`config.mk`:
```
export PLATFORM = sky130hd
export DESIGN_NAME = sorted_priority_queue
export DESIGN_NICKNAME = d
export VERILOG_FILES = /design/src/rtl/spq_pkg.sv /design/src/rtl/spq_ctrl.sv /design/src/rtl/spq_datapath.sv /design/src/rtl/sorted_priority_queue.sv
export SDC_FILE = /design/constraint.sdc
export NUM_CORES = 1
export LEC_CHECK = 0
export BUFFER_PORTS_ARGS = -buffer_cell sky130_fd_sc_hd__buf_4
export CAP_MARGIN = 20
export CORE_ASPECT_RATIO = 2
export CORE_MARGIN = 5
export CORE_UTILIZATION = 30
export DETAILED_ROUTE_END_ITERATION = 10
export PLACE_DENSITY = 0.5
export SYNTH_ARGS = -nofsm -noshare
export SYNTH_HDL_FRONTEND = slang
export SYNTH_SLANG_ARGS = --single-unit
export TNS_END_PERCENT = 10
```
`constraint.sdc`:
```
create_clock -name clk -period 11.96 [get_ports clk]
set_clock_uncertainty 0.1 [all_clocks]
set_input_delay 1.196 -clock clk [delete_from_list [all_inputs] [get_ports clk]]
set_output_delay 1.196 -clock clk [all_outputs]
set_load 0.01 [all_outputs]
```
`src/rtl/spq_pkg.sv`:
```
// Shared types and constants for the sorted priority queue.
// No dependencies; imported by every module of the block.
package spq_pkg;

  localparam int DEF_CAPACITY       = 16;
  localparam int DEF_ELEM_WIDTH     = 32;
  localparam int DEF_PRIORITY_WIDTH = 16;

  // operation codes
  localparam logic OP_ENQ = 1'b0;
  localparam logic OP_DEQ = 1'b1;

  typedef enum logic [1:0] {
    ERR_OK    = 2'd0,
    ERR_EMPTY = 2'd1,
    ERR_FULL  = 2'd2
  } err_t;

  typedef enum logic [2:0] {
    ST_IDLE,
    ST_DECODE,
    ST_ENQ_CHK,
    ST_ENQ_CMP,
    ST_DEQ_CHK,
    ST_DEQ_CMP,
    ST_FIN
  } state_t;

  typedef struct packed {
    logic load;
    logic enq_init;
    logic deq_init;
    logic rd;
    logic wr_new;
    logic wr_up;
    logic wr_down;
    logic finish;
    err_t err;
  } cmd_t;

  typedef struct packed {
    logic op;
    logic full;
    logic empty;
    logic k_zero;
    logic k_end;
    logic lt;
  } status_t;

endpackage

```
`src/rtl/spq_ctrl.sv`:
```
// Controller of the sorted priority queue: sequences insertion and removal.
// Depends on spq_pkg; drives spq_datapath through cmd_t, reads status_t.
module spq_ctrl
  import spq_pkg::*;
(
  input  logic    clk,
  input  logic    rst,
  input  logic    start,
  input  status_t status,
  output cmd_t    cmd,
  output logic    busy,
  output logic    done
);

  state_t state, state_next;

  always_ff @(posedge clk) begin
    if (rst) begin
      state <= ST_IDLE;
    end else begin
      state <= state_next;
    end
  end

  always_comb begin
    state_next = state;
    cmd        = '0;
    cmd.err    = ERR_OK;
    busy       = (state != ST_IDLE);
    done       = 1'b0;
    case (state)
      ST_IDLE: begin
        if (start) begin
          cmd.load   = 1'b1;
          state_next = ST_DECODE;
        end
      end
      ST_DECODE: begin
        if (status.op == OP_ENQ) begin
          if (status.full) begin
            cmd.finish = 1'b1;
            cmd.err    = ERR_FULL;
            state_next = ST_FIN;
          end else begin
            cmd.enq_init = 1'b1;
            state_next   = ST_ENQ_CHK;
          end
        end else begin
          if (status.empty) begin
            cmd.finish = 1'b1;
            cmd.err    = ERR_EMPTY;
            state_next = ST_FIN;
          end else begin
            cmd.deq_init = 1'b1;
            state_next   = ST_DEQ_CHK;
          end
        end
      end
      // walk from the tail towards the head, moving lower-or-equal entries up
      ST_ENQ_CHK: begin
        if (status.k_zero) begin
          cmd.wr_new = 1'b1;
          cmd.finish = 1'b1;
          state_next = ST_FIN;
        end else begin
          cmd.rd     = 1'b1;
          state_next = ST_ENQ_CMP;
        end
      end
      ST_ENQ_CMP: begin
        if (status.lt) begin
          cmd.wr_new = 1'b1;
          cmd.finish = 1'b1;
          state_next = ST_FIN;
        end else begin
          cmd.wr_up  = 1'b1;
          state_next = ST_ENQ_CHK;
        end
      end
      ST_DEQ_CHK: begin
        if (status.k_end) begin
          cmd.finish = 1'b1;
          state_next = ST_FIN;
        end else begin
          cmd.rd     = 1'b1;
          state_next = ST_DEQ_CMP;
        end
      end
      ST_DEQ_CMP: begin
        cmd.wr_down = 1'b1;
        state_next  = ST_DEQ_CHK;
      end
      ST_FIN: begin
        done       = 1'b1;
        state_next = ST_IDLE;
      end
      default: begin
        state_next = ST_IDLE;
      end
    endcase
  end

endmodule

```
`src/rtl/spq_datapath.sv`:
```
// Datapath of the sorted priority queue: slot memory, walk index, head and count.
// Depends on spq_pkg; commanded by spq_ctrl.
module spq_datapath
  import spq_pkg::*;
#(
  parameter int CAPACITY       = DEF_CAPACITY,
  parameter int ELEM_WIDTH     = DEF_ELEM_WIDTH,
  parameter int PRIORITY_WIDTH = DEF_PRIORITY_WIDTH,
  localparam int AW            = $clog2(CAPACITY),
  localparam int CW            = $clog2(CAPACITY + 1)
) (
  input  logic                      clk,
  input  logic                      rst,
  input  cmd_t                      cmd,
  output status_t                   status,
  input  logic                      op,
  input  logic [ELEM_WIDTH-1:0]     elem,
  input  logic [PRIORITY_WIDTH-1:0] priority_req,
  output logic [ELEM_WIDTH-1:0]     head_elem,
  output logic [PRIORITY_WIDTH-1:0] head_priority,
  output logic [CW-1:0]             count,
  output logic                      empty_res,
  output logic [1:0]                error
);

  logic [ELEM_WIDTH-1:0]     elem_mem [CAPACITY];
  logic [PRIORITY_WIDTH-1:0] prio_mem [CAPACITY];

  logic                      op_q;
  logic [ELEM_WIDTH-1:0]     elem_q;
  logic [PRIORITY_WIDTH-1:0] prio_q;
  logic [CW-1:0]             k;
  logic [CW-1:0]             cnt;
  logic [ELEM_WIDTH-1:0]     head_e;
  logic [PRIORITY_WIDTH-1:0] head_p;
  logic [ELEM_WIDTH-1:0]     rd_e;
  logic [PRIORITY_WIDTH-1:0] rd_p;
  err_t                      err_q;

  logic [CW-1:0] k_dec;
  logic [CW-1:0] rd_idx;

  assign k_dec  = k - CW'(1);
  assign rd_idx = (op_q == OP_ENQ) ? k_dec : k;

  assign status.op     = op_q;
  assign status.full   = (cnt == CW'(CAPACITY));
  assign status.empty  = (cnt == '0);
  assign status.k_zero = (k == '0);
  assign status.k_end  = (k >= cnt);
  assign status.lt     = (prio_q < rd_p);

  // slot memory: one write port, one registered read port
  always_ff @(posedge clk) begin
    if (cmd.rd) begin
      rd_e <= elem_mem[rd_idx[AW-1:0]];
      rd_p <= prio_mem[rd_idx[AW-1:0]];
    end
    if (cmd.wr_new) begin
      elem_mem[k[AW-1:0]] <= elem_q;
      prio_mem[k[AW-1:0]] <= prio_q;
    end else if (cmd.wr_up) begin
      elem_mem[k[AW-1:0]] <= rd_e;
      prio_mem[k[AW-1:0]] <= rd_p;
    end else if (cmd.wr_down) begin
      elem_mem[k_dec[AW-1:0]] <= rd_e;
      prio_mem[k_dec[AW-1:0]] <= rd_p;
    end
  end

  always_ff @(posedge clk) begin
    if (cmd.load) begin
      op_q   <= op;
      elem_q <= elem;
      prio_q <= priority_req;
    end
    if (cmd.enq_init) begin
      k <= cnt;
    end else if (cmd.deq_init) begin
      k <= CW'(1);
    end else if (cmd.wr_up) begin
      k <= k_dec;
    end else if (cmd.wr_down) begin
      k <= k + CW'(1);
    end
    // new head on removal is the entry read from slot one
    if (cmd.wr_down && k == CW'(1)) begin
      head_e <= rd_e;
      head_p <= rd_p;
    end
    if (cmd.finish && cmd.err == ERR_OK && op_q == OP_ENQ &&
        (cnt == '0 || prio_q >= head_p)) begin
      head_e <= elem_q;
      head_p <= prio_q;
    end
  end

  always_ff @(posedge clk) begin
    if (rst) begin
      cnt   <= '0;
      err_q <= ERR_OK;
    end else if (cmd.finish) begin
      err_q <= cmd.err;
      if (cmd.err == ERR_OK) begin
        if (op_q == OP_ENQ) begin
          cnt <= cnt + CW'(1);
        end else begin
          cnt <= cnt - CW'(1);
        end
      end
    end
  end

  assign empty_res     = (cnt == '0);
  assign head_elem     = empty_res ? '0 : head_e;
  assign head_priority = empty_res ? '0 : head_p;
  assign count         = cnt;
  assign error         = err_q;

endmodule

```
`src/rtl/sorted_priority_queue.sv`:
```
// Sorted priority queue, highest priority at the head, ties leave last-in first-out.
// An enqueue moves each lower-or-equal entry one slot towards the tail and a dequeue moves
// every remaining entry one slot towards the head; each step is one slot memory read and
// one write. One item at a time; busy is low again after the strobe.
// Synchronous reset empties the queue; slot contents stay unknown until written.
// The result is shown for one cycle on done and cannot be held off.
module sorted_priority_queue
  import spq_pkg::*;
#(
  parameter int CAPACITY       = DEF_CAPACITY,
  parameter int ELEM_WIDTH     = DEF_ELEM_WIDTH,
  parameter int PRIORITY_WIDTH = DEF_PRIORITY_WIDTH
) (
  input  logic                             clk,
  input  logic                             rst,
  input  logic                             start,
  output logic                             busy,
  input  logic                             op,
  input  logic [ELEM_WIDTH-1:0]            elem,
  input  logic [PRIORITY_WIDTH-1:0]        priority_req,
  output logic                             done,
  output logic [ELEM_WIDTH-1:0]            head_elem,
  output logic [PRIORITY_WIDTH-1:0]        head_priority,
  output logic [$clog2(CAPACITY + 1)-1:0]  count,
  output logic                             empty_res,
  output logic [1:0]                       error
);

  cmd_t    cmd;
  status_t status;
  logic    ctrl_busy;

  spq_ctrl u_ctrl (
    .clk    (clk),
    .rst    (rst),
    .start  (start),
    .status (status),
    .cmd    (cmd),
    .busy   (ctrl_busy),
    .done   (done)
  );

  spq_datapath #(
    .CAPACITY       (CAPACITY),
    .ELEM_WIDTH     (ELEM_WIDTH),
    .PRIORITY_WIDTH (PRIORITY_WIDTH)
  ) u_dp (
    .clk           (clk),
    .rst           (rst),
    .cmd           (cmd),
    .status        (status),
    .op            (op),
    .elem          (elem),
    .priority_req  (priority_req),
    .head_elem     (head_elem),
    .head_priority (head_priority),
    .count         (count),
    .empty_res     (empty_res),
    .error         (error)
  );

  assign busy = ctrl_busy;

endmodule

```
# After elaboration in Yosys (flattened, before gate mapping)

Memory sizes are Yosys's and may differ from the RTL's. A register that Yosys moved wholly into a read port is not among the register bits.
Index checks and enable logic that the tools add are counted.
Widths: inputs -> output; s select.

Add/subtract/negate cells: 4
Magnitude comparators: 3
Equality and inequality tests: 9
Muxes and demuxes: 60
Bitwise operators: 3
Reductions and logical operators: 15

Operators with widths:

| kind                | number |
|---|---|
| $mux 32             | 5 |
| $mux 16             | 5 |
| $reduce_or 32->1    | 1 |
| $mux 1              | 26 |
| $mux 5              | 5 |
| $mux 3              | 8 |
| $pmux 3 s6          | 1 |
| $ge 16x16->1        | 1 |
| $lt 16x16->1        | 1 |
| $reduce_or 16->1    | 1 |
| $mux 4              | 3 |
| $add 5x1->5 const B | 2 |
| $logic_not 5->1     | 2 |
| $sub 5x1->5 const B | 2 |
| $eq 3x3->1 const B  | 3 |
| $mux 2              | 4 |
| $eq 3x2->1 const B  | 2 |
| $eq 5x1->1 const B  | 1 |
| $eq 5x5->1 const B  | 1 |
| $ge 5x5->1          | 1 |
| $logic_and 1x1->1   | 4 |
| $pmux 1 s2          | 2 |
| $pmux 1 s4          | 1 |
| $reduce_bool 4->1   | 1 |
| 10 further kinds    | 11 |

Flip-flop bits (word level): 112
Memory bits (writable): 768
Input port bits: 52
Memories kept: 2

Memories:

| memory        | words | bits a word | rd ports | clocked after Yosys merged registers in | wr ports | line               | text |
|---|---|---|---|---|---|---|---|
| u_dp.elem_mem | 16    | 32          | 1        | 1                                       | 1        | spq_datapath.sv:26 | `logic [ELEM_WIDTH-1:0] elem_mem [CAPACITY];` |
| u_dp.prio_mem | 16    | 16          | 1        | 1                                       | 1        | spq_datapath.sv:27 | `logic [PRIORITY_WIDTH-1:0] prio_mem [CAPACITY];` |

# Logic depth before layout (Yosys ltp)

Depth in word-level cells: 9
Mapped depth: 13
Gate-level depth less buffers: 9

# Modules after synthesis

From an unflattened synthesis, not the netlist that was laid out.

Cells, all modules: 2884
Area total of the unflattened synthesis: 41567.4 µm²

Modules (own cells, without submodules):

| module       | times used | cells each | area an instance (µm²) | seq. area each (µm²) |
|---|---|---|---|---|
| spq_datapath | 1          | 2842       | 41259.6                | 27706.6 |
| spq_ctrl     | 1          | 42         | 307.8                  | 60.1 |

# Least setup slack after synthesis

Ideal clock, no wire load.

Path type: flip-flop to flip-flop
From: register u_dp.k[0]
To: memory u_dp.elem_mem[0][0] (netlist name) (enable)
Setup time: 0.454 ns
Data arrival time: 3.625 ns
Required time: 11.406 ns
Path slack: 7.781 ns
Cell stages (with the launch flop): 11
Path buffers: 1
Clock period less this slack: 4.179 ns
Cells stage by stage: edfxtp_1 buf_2 inv_1 ha_1 xor2_1 nor2_1 o2bb2ai_1 nand2_1 o21ai_0 nand2_1 nor2_1

Cells in the longest elaborated chain, start to end: 7
Elaborated cells on any way between the ends: 14
Classes of those cells: add/sub (1); mux (10); bitwise (1); reduce/logical (2)

Ends and longest elaborated chain:

| what                                                            | line                                                       | text |
|---|---|---|
| from (decl)                                                     | spq_datapath.sv:32                                         | `logic [CW-1:0] k;` |
| from (signal assigned)                                          | spq_datapath.sv:78                                         | `k <= cnt;` |
| from (signal assigned)                                          | spq_datapath.sv:82                                         | `k <= k_dec;` |
| from (signal assigned)                                          | spq_datapath.sv:84                                         | `k <= k + CW'(1);` |
| $logic_not 5->1                                                 | spq_datapath.sv:49                                         | `assign status.k_zero = (k == '0);` |
| $mux 1                                                          | spq_ctrl.sv:61                                             | `if (status.k_zero) begin` |
| $pmux 1 s2                                                      | spq_ctrl.sv:31                                             | `case (state)` |
| $mux 1                                                          | spq_datapath.sv:59                                         | `if (cmd.wr_new) begin` |
| $mux 1 (on tied branches)                                       | spq_datapath.sv:66, spq_datapath.sv:60, spq_datapath.sv:63 |  |
| $reduce_or 32->1 (no line) / $or 1x1->1 (equally long branches) | --                                                         |  |
| $mux 4 (no line) / $mux 1 (equally long branches)               | --                                                         |  |
| to (decl)                                                       | spq_datapath.sv:26                                         |  |

Parallel ways exist; a longest one is shown, timed or not.

# Final worst setup path

From: register u_dp.k[0]
To: register u_dp.rd_e[8], read port of u_dp.elem_mem, data pin

Cells in the longest elaborated chain, start to end: 3
Elaborated cells on any way between the ends: 7
Classes of those cells: add/sub (1); order compare (1); mux (4); reduce/logical (1)

Ends and longest elaborated chain:

| what                                                 | line                                   | text |
|---|---|---|
| $ge 5x5->1 / $logic_not 5->1 (equally long branches) | spq_datapath.sv:50, spq_datapath.sv:49 |  |
| $mux 1 (on tied branches)                            | spq_ctrl.sv:81, spq_ctrl.sv:61         |  |
| $pmux 1 s2                                           | spq_ctrl.sv:31                         |  |
| to (decl)                                            | spq_datapath.sv:36                     | `logic [ELEM_WIDTH-1:0] rd_e;` |

Parallel ways exist; a longest one is shown, timed or not.
A chain may end at the register's enable or synchronous reset.

==> metrics.md <==
| Metric | Value |
|---|---|
| Status | `finished, final reports clean` |
| Area contributors post-synth | `edfxtp_1, mux4_2, mux2_2` |
| Final Slew Violations | `0` |
| EDFF count, synth | `a little over 900` |
| Initial DRC Count | `1255` |
| 1st-pass router iterations | `5` |
| Routed WL | `about 90 mm` |
| Largest net degree at the start of global routing | `approximately 160` |
| Final Hold Vio Count | `0` |
| Final Cell Area | `between 0.04 and 0.05 mm2` |
| CTS hold repair buffers | `0` |
| Hold slack | `383 ps` |
| Layout Nets | `slightly above 2000` |
| Root Driver | `clkbuf_16` |
| Overall power | `0.00774 W` |
| Routed Antenna Nets | `0` |
| Hold Startpoint | `u_dp.error[0]` |
| Seq pwr share | `~49%` |
| Critical Path AT | `~5000 ps` |
| Internal | `roughly 0.006 W` |
| Capturing point of the worst reg2reg path | `u_dp.rd_e[8]` |
| Slew margin rel. | `a little over a quarter` |
| GRT Residual Overflow | `0` |
| GP Congestion | `around 0.73` |
| Critical Path Source Type | `register` |
| Initial Util | `between 30 and 40%` |
| Critical Path Sink Type | `register` |
| Async set or reset register ratio after synthesis | `0%` |
| Logic gate share of total power | `14.2%` |
| Share of the synthesized area in the top cell type | `between 70 and 80%` |
| Post-CTS setup repair buffer count | `0` |
| CTS Buf Count | `89` |
| Clock share of power | `roughly 37%` |
| Core area | `between 0.1 and 0.15 mm2` |
| Number of setup violations in the final report | `0` |
| CTS tree | `yes` |
| Syn Inst Count | `roughly 1800` |
| Clock Path Buffers | `3` |
| Required time of the critical path | `about 12000 ps` |
| Max Cap Viol | `0` |
| Residual DRC count | `0` |
| Die Area | `0.131 mm2` |
| Synth-to-layout area growth | `15.9%` |
| Worst Path Class, Setup | `reg2reg` |
| Share of cells above drive strength 1 | `between 20% and 30%` |
| Period Utilization, post-route | `39.6%` |
| CP Max Fanout | `53` |
| Syn Std Cell Area | `about 0.037 mm2` |
| Worst skew pair latency | `approximately 670 ps` |
| Vias per inst | `just under 5` |
| R2R setup slack | `between 7000 and 8000 ps` |
| Most common cell after layout, fill and taps aside | `edfxtp_1` |
| Mapped Avg Cell Area | `20.2 um2` |
| Max rail drop VDD | `0.000100 V` |
| Drt wl/cell | `between 20 and 25 um` |
| Cts repair resizes | `0` |
| Syn Nets | `roughly 1900` |
| Tightest Pin Transition | `1100 ps` |
| Number of synthesis warnings | `0` |
| Vias in the first global route | `a little under 20000` |
| Unrepaired setup endpoints after global routing | `no` |
| Fmax | `around 210 MHz` |
| Setup TNS | `0 ps` |
| Count of cell types in the netlist | `46` |
| Placed inst area | `0.0400 mm2` |
| Synth Register Bits | `a little over 900` |
| Synth area leader | `edfxtp_1` |
| Sw frac | `around a quarter` |
| RR Startpoint | `u_dp.k[0]` |
| P_leak | `13.8 nW` |
| Hold Path Class | `reg2reg` |
| IO buf count | `roughly 110` |
| DPL Wire Length | `between 40 and 50 mm` |
| IO Pins | `110` |
| Die width | `~260 um` |
| First-pass GRT wire length | `133 mm` |
| Antenna violations before repair | `5` |
| Row cnt | `182` |
| Chip Height | `around 510 um` |
| Filler cells | `approximately 11000` |
| CTS HTree Levels | `3` |
| R2R depth | `10` |
| CTS clk-pin slew, worst paths | `roughly 60 ps` |
| Top FF cell, synth | `edfxtp_1` |
| Pwr dens | `between 150 and 200 mW/mm2` |
| Crit path time final | `roughly 4700 ps` |
| Hold Path Cell Cnt | `1` |
| Sink Count | `between 900 and 1000` |
| Hold worst-path end | `u_dp.error[0]` |
| Vias | `between 15000 and 20000` |
| Seq/Total Area, Yosys | `between 70 and 80%` |
| NetSw | `roughly 0.0019 W` |
| Total GRT Usage | `between 10% and 20%` |
| Most frequent cells in the layout | `edfxtp_1, mux4_2, buf_4` |
## worst max-delay path, cell delays in order, from the launching register on
cell and delay [ps]:
edfxtp_1 750, inv_1 250, ha_1 350, nor2b_1 190, xnor2_2 160, buf_4 810
buf_4 870, mux4_2 400, nor2b_1 140, a211oi_1 280, a21oi_1 70
## power by group through the flow
stage          registers, W  logic [W]  clock network [W]
6_report            0.00379    0.00110            0.00284
4_1_cts             0.00379    0.00114            0.00292
3_3_place_gp        0.00386    0.00111                  0
3_5_place_dp        0.00386    0.00113                  0
2_1_floorplan       0.00383   0.000782                  0
5_1_grt             0.00380    0.00122            0.00305
## layout make-up
class	instances	area, um2	share of cell area, %
Sequential cell	928	27800	64.8
Multi-Input combinational cell	765	8880	20.7
Clock buffer	102	2300	5.36
Tap cell	1564	1960	4.56
Timing Repair Buffer	156	1200	2.80
Clock inverter	61	611	1.42
Inverter	44	165	0.385
Antenna cell	1	2.50	0.00584
## per-stage QoR
stage | instances | util, % | setup WS (ps)
5_1_grt | 3621 | 34.9 | 6920
2_1_floorplan | 1829 | - | 7780
3_3_place_gp | 3453 | 32.5 | 7320
6_report | 3621 | 34.9 | 7220
4_1_cts | 3620 | 34.9 | 7210
3_5_place_dp | 3457 | 32.6 | 7230
## cells in the mapped netlist, drive strengths merged, types with 25 or more instances
cell / instances
edfxtp: 918
mux4: 192
nor2b: 84
mux2: 81
a21oi: 69
clkbuf: 55
mux2i: 54
nor2: 54
a211oi: 52
inv: 44
ha: 42
buf: 37
nand2: 30
o21ai: 25
## sequential cells by signal, indices dropped and copies added, names as in the netlist
name / cells
u_ctrl.state: 3
u_dp.count: 5
u_dp.elem_mem: 512
u_dp.elem_q: 32
u_dp.error: 2
u_dp.head_e: 32
u_dp.head_p: 16
u_dp.k: 5
u_dp.op_q: 1
u_dp.prio_mem: 256
u_dp.prio_q: 16
u_dp.rd_e: 32
u_dp.rd_p: 16
## kinds of logic (layout without fill, tap and decap cells)
family	count (synthesis)	after routing	synth area share, %
compound gates	177	177	3.01
xor+xnor	15	15	0.355
fa+ha+maj	43	43	1.47
buf+inv	136	363	1.52
flops	928	928	75.1
mux	327	327	15.7
other cells	0	1	0
simple gates	203	203	2.87
## routing by layer
metal / global-route usage, % / vias to the layer above / part of all wire [%] / wire length [um]
met1: 17.9 / 9561 / 42 / 38300
met3: 2.15 / 131 / 4.6 / 4140
met5: 0 / - / 0.037 / 33
li1: - / 7766 / - / -
met4: 4.45 / 4 / 2.7 / 2480
met2: 23.4 / 458 / 50 / 45300
## worst max-delay path by stage
stage | from | endpoint
2_1_floorplan | u_dp.k[0] | u_dp.elem_mem[0][0]
3_3_place_gp | u_dp.k[0] | u_dp.rd_e[8]
3_5_place_dp | u_dp.k[0] | u_dp.rd_p[13]
4_1_cts | u_dp.k[0] | u_dp.rd_p[14]
5_1_grt | u_dp.k[0] | u_dp.rd_e[8]
6_report | u_dp.k[0] | u_dp.rd_e[8]
(Power assumes the default switching activity.)
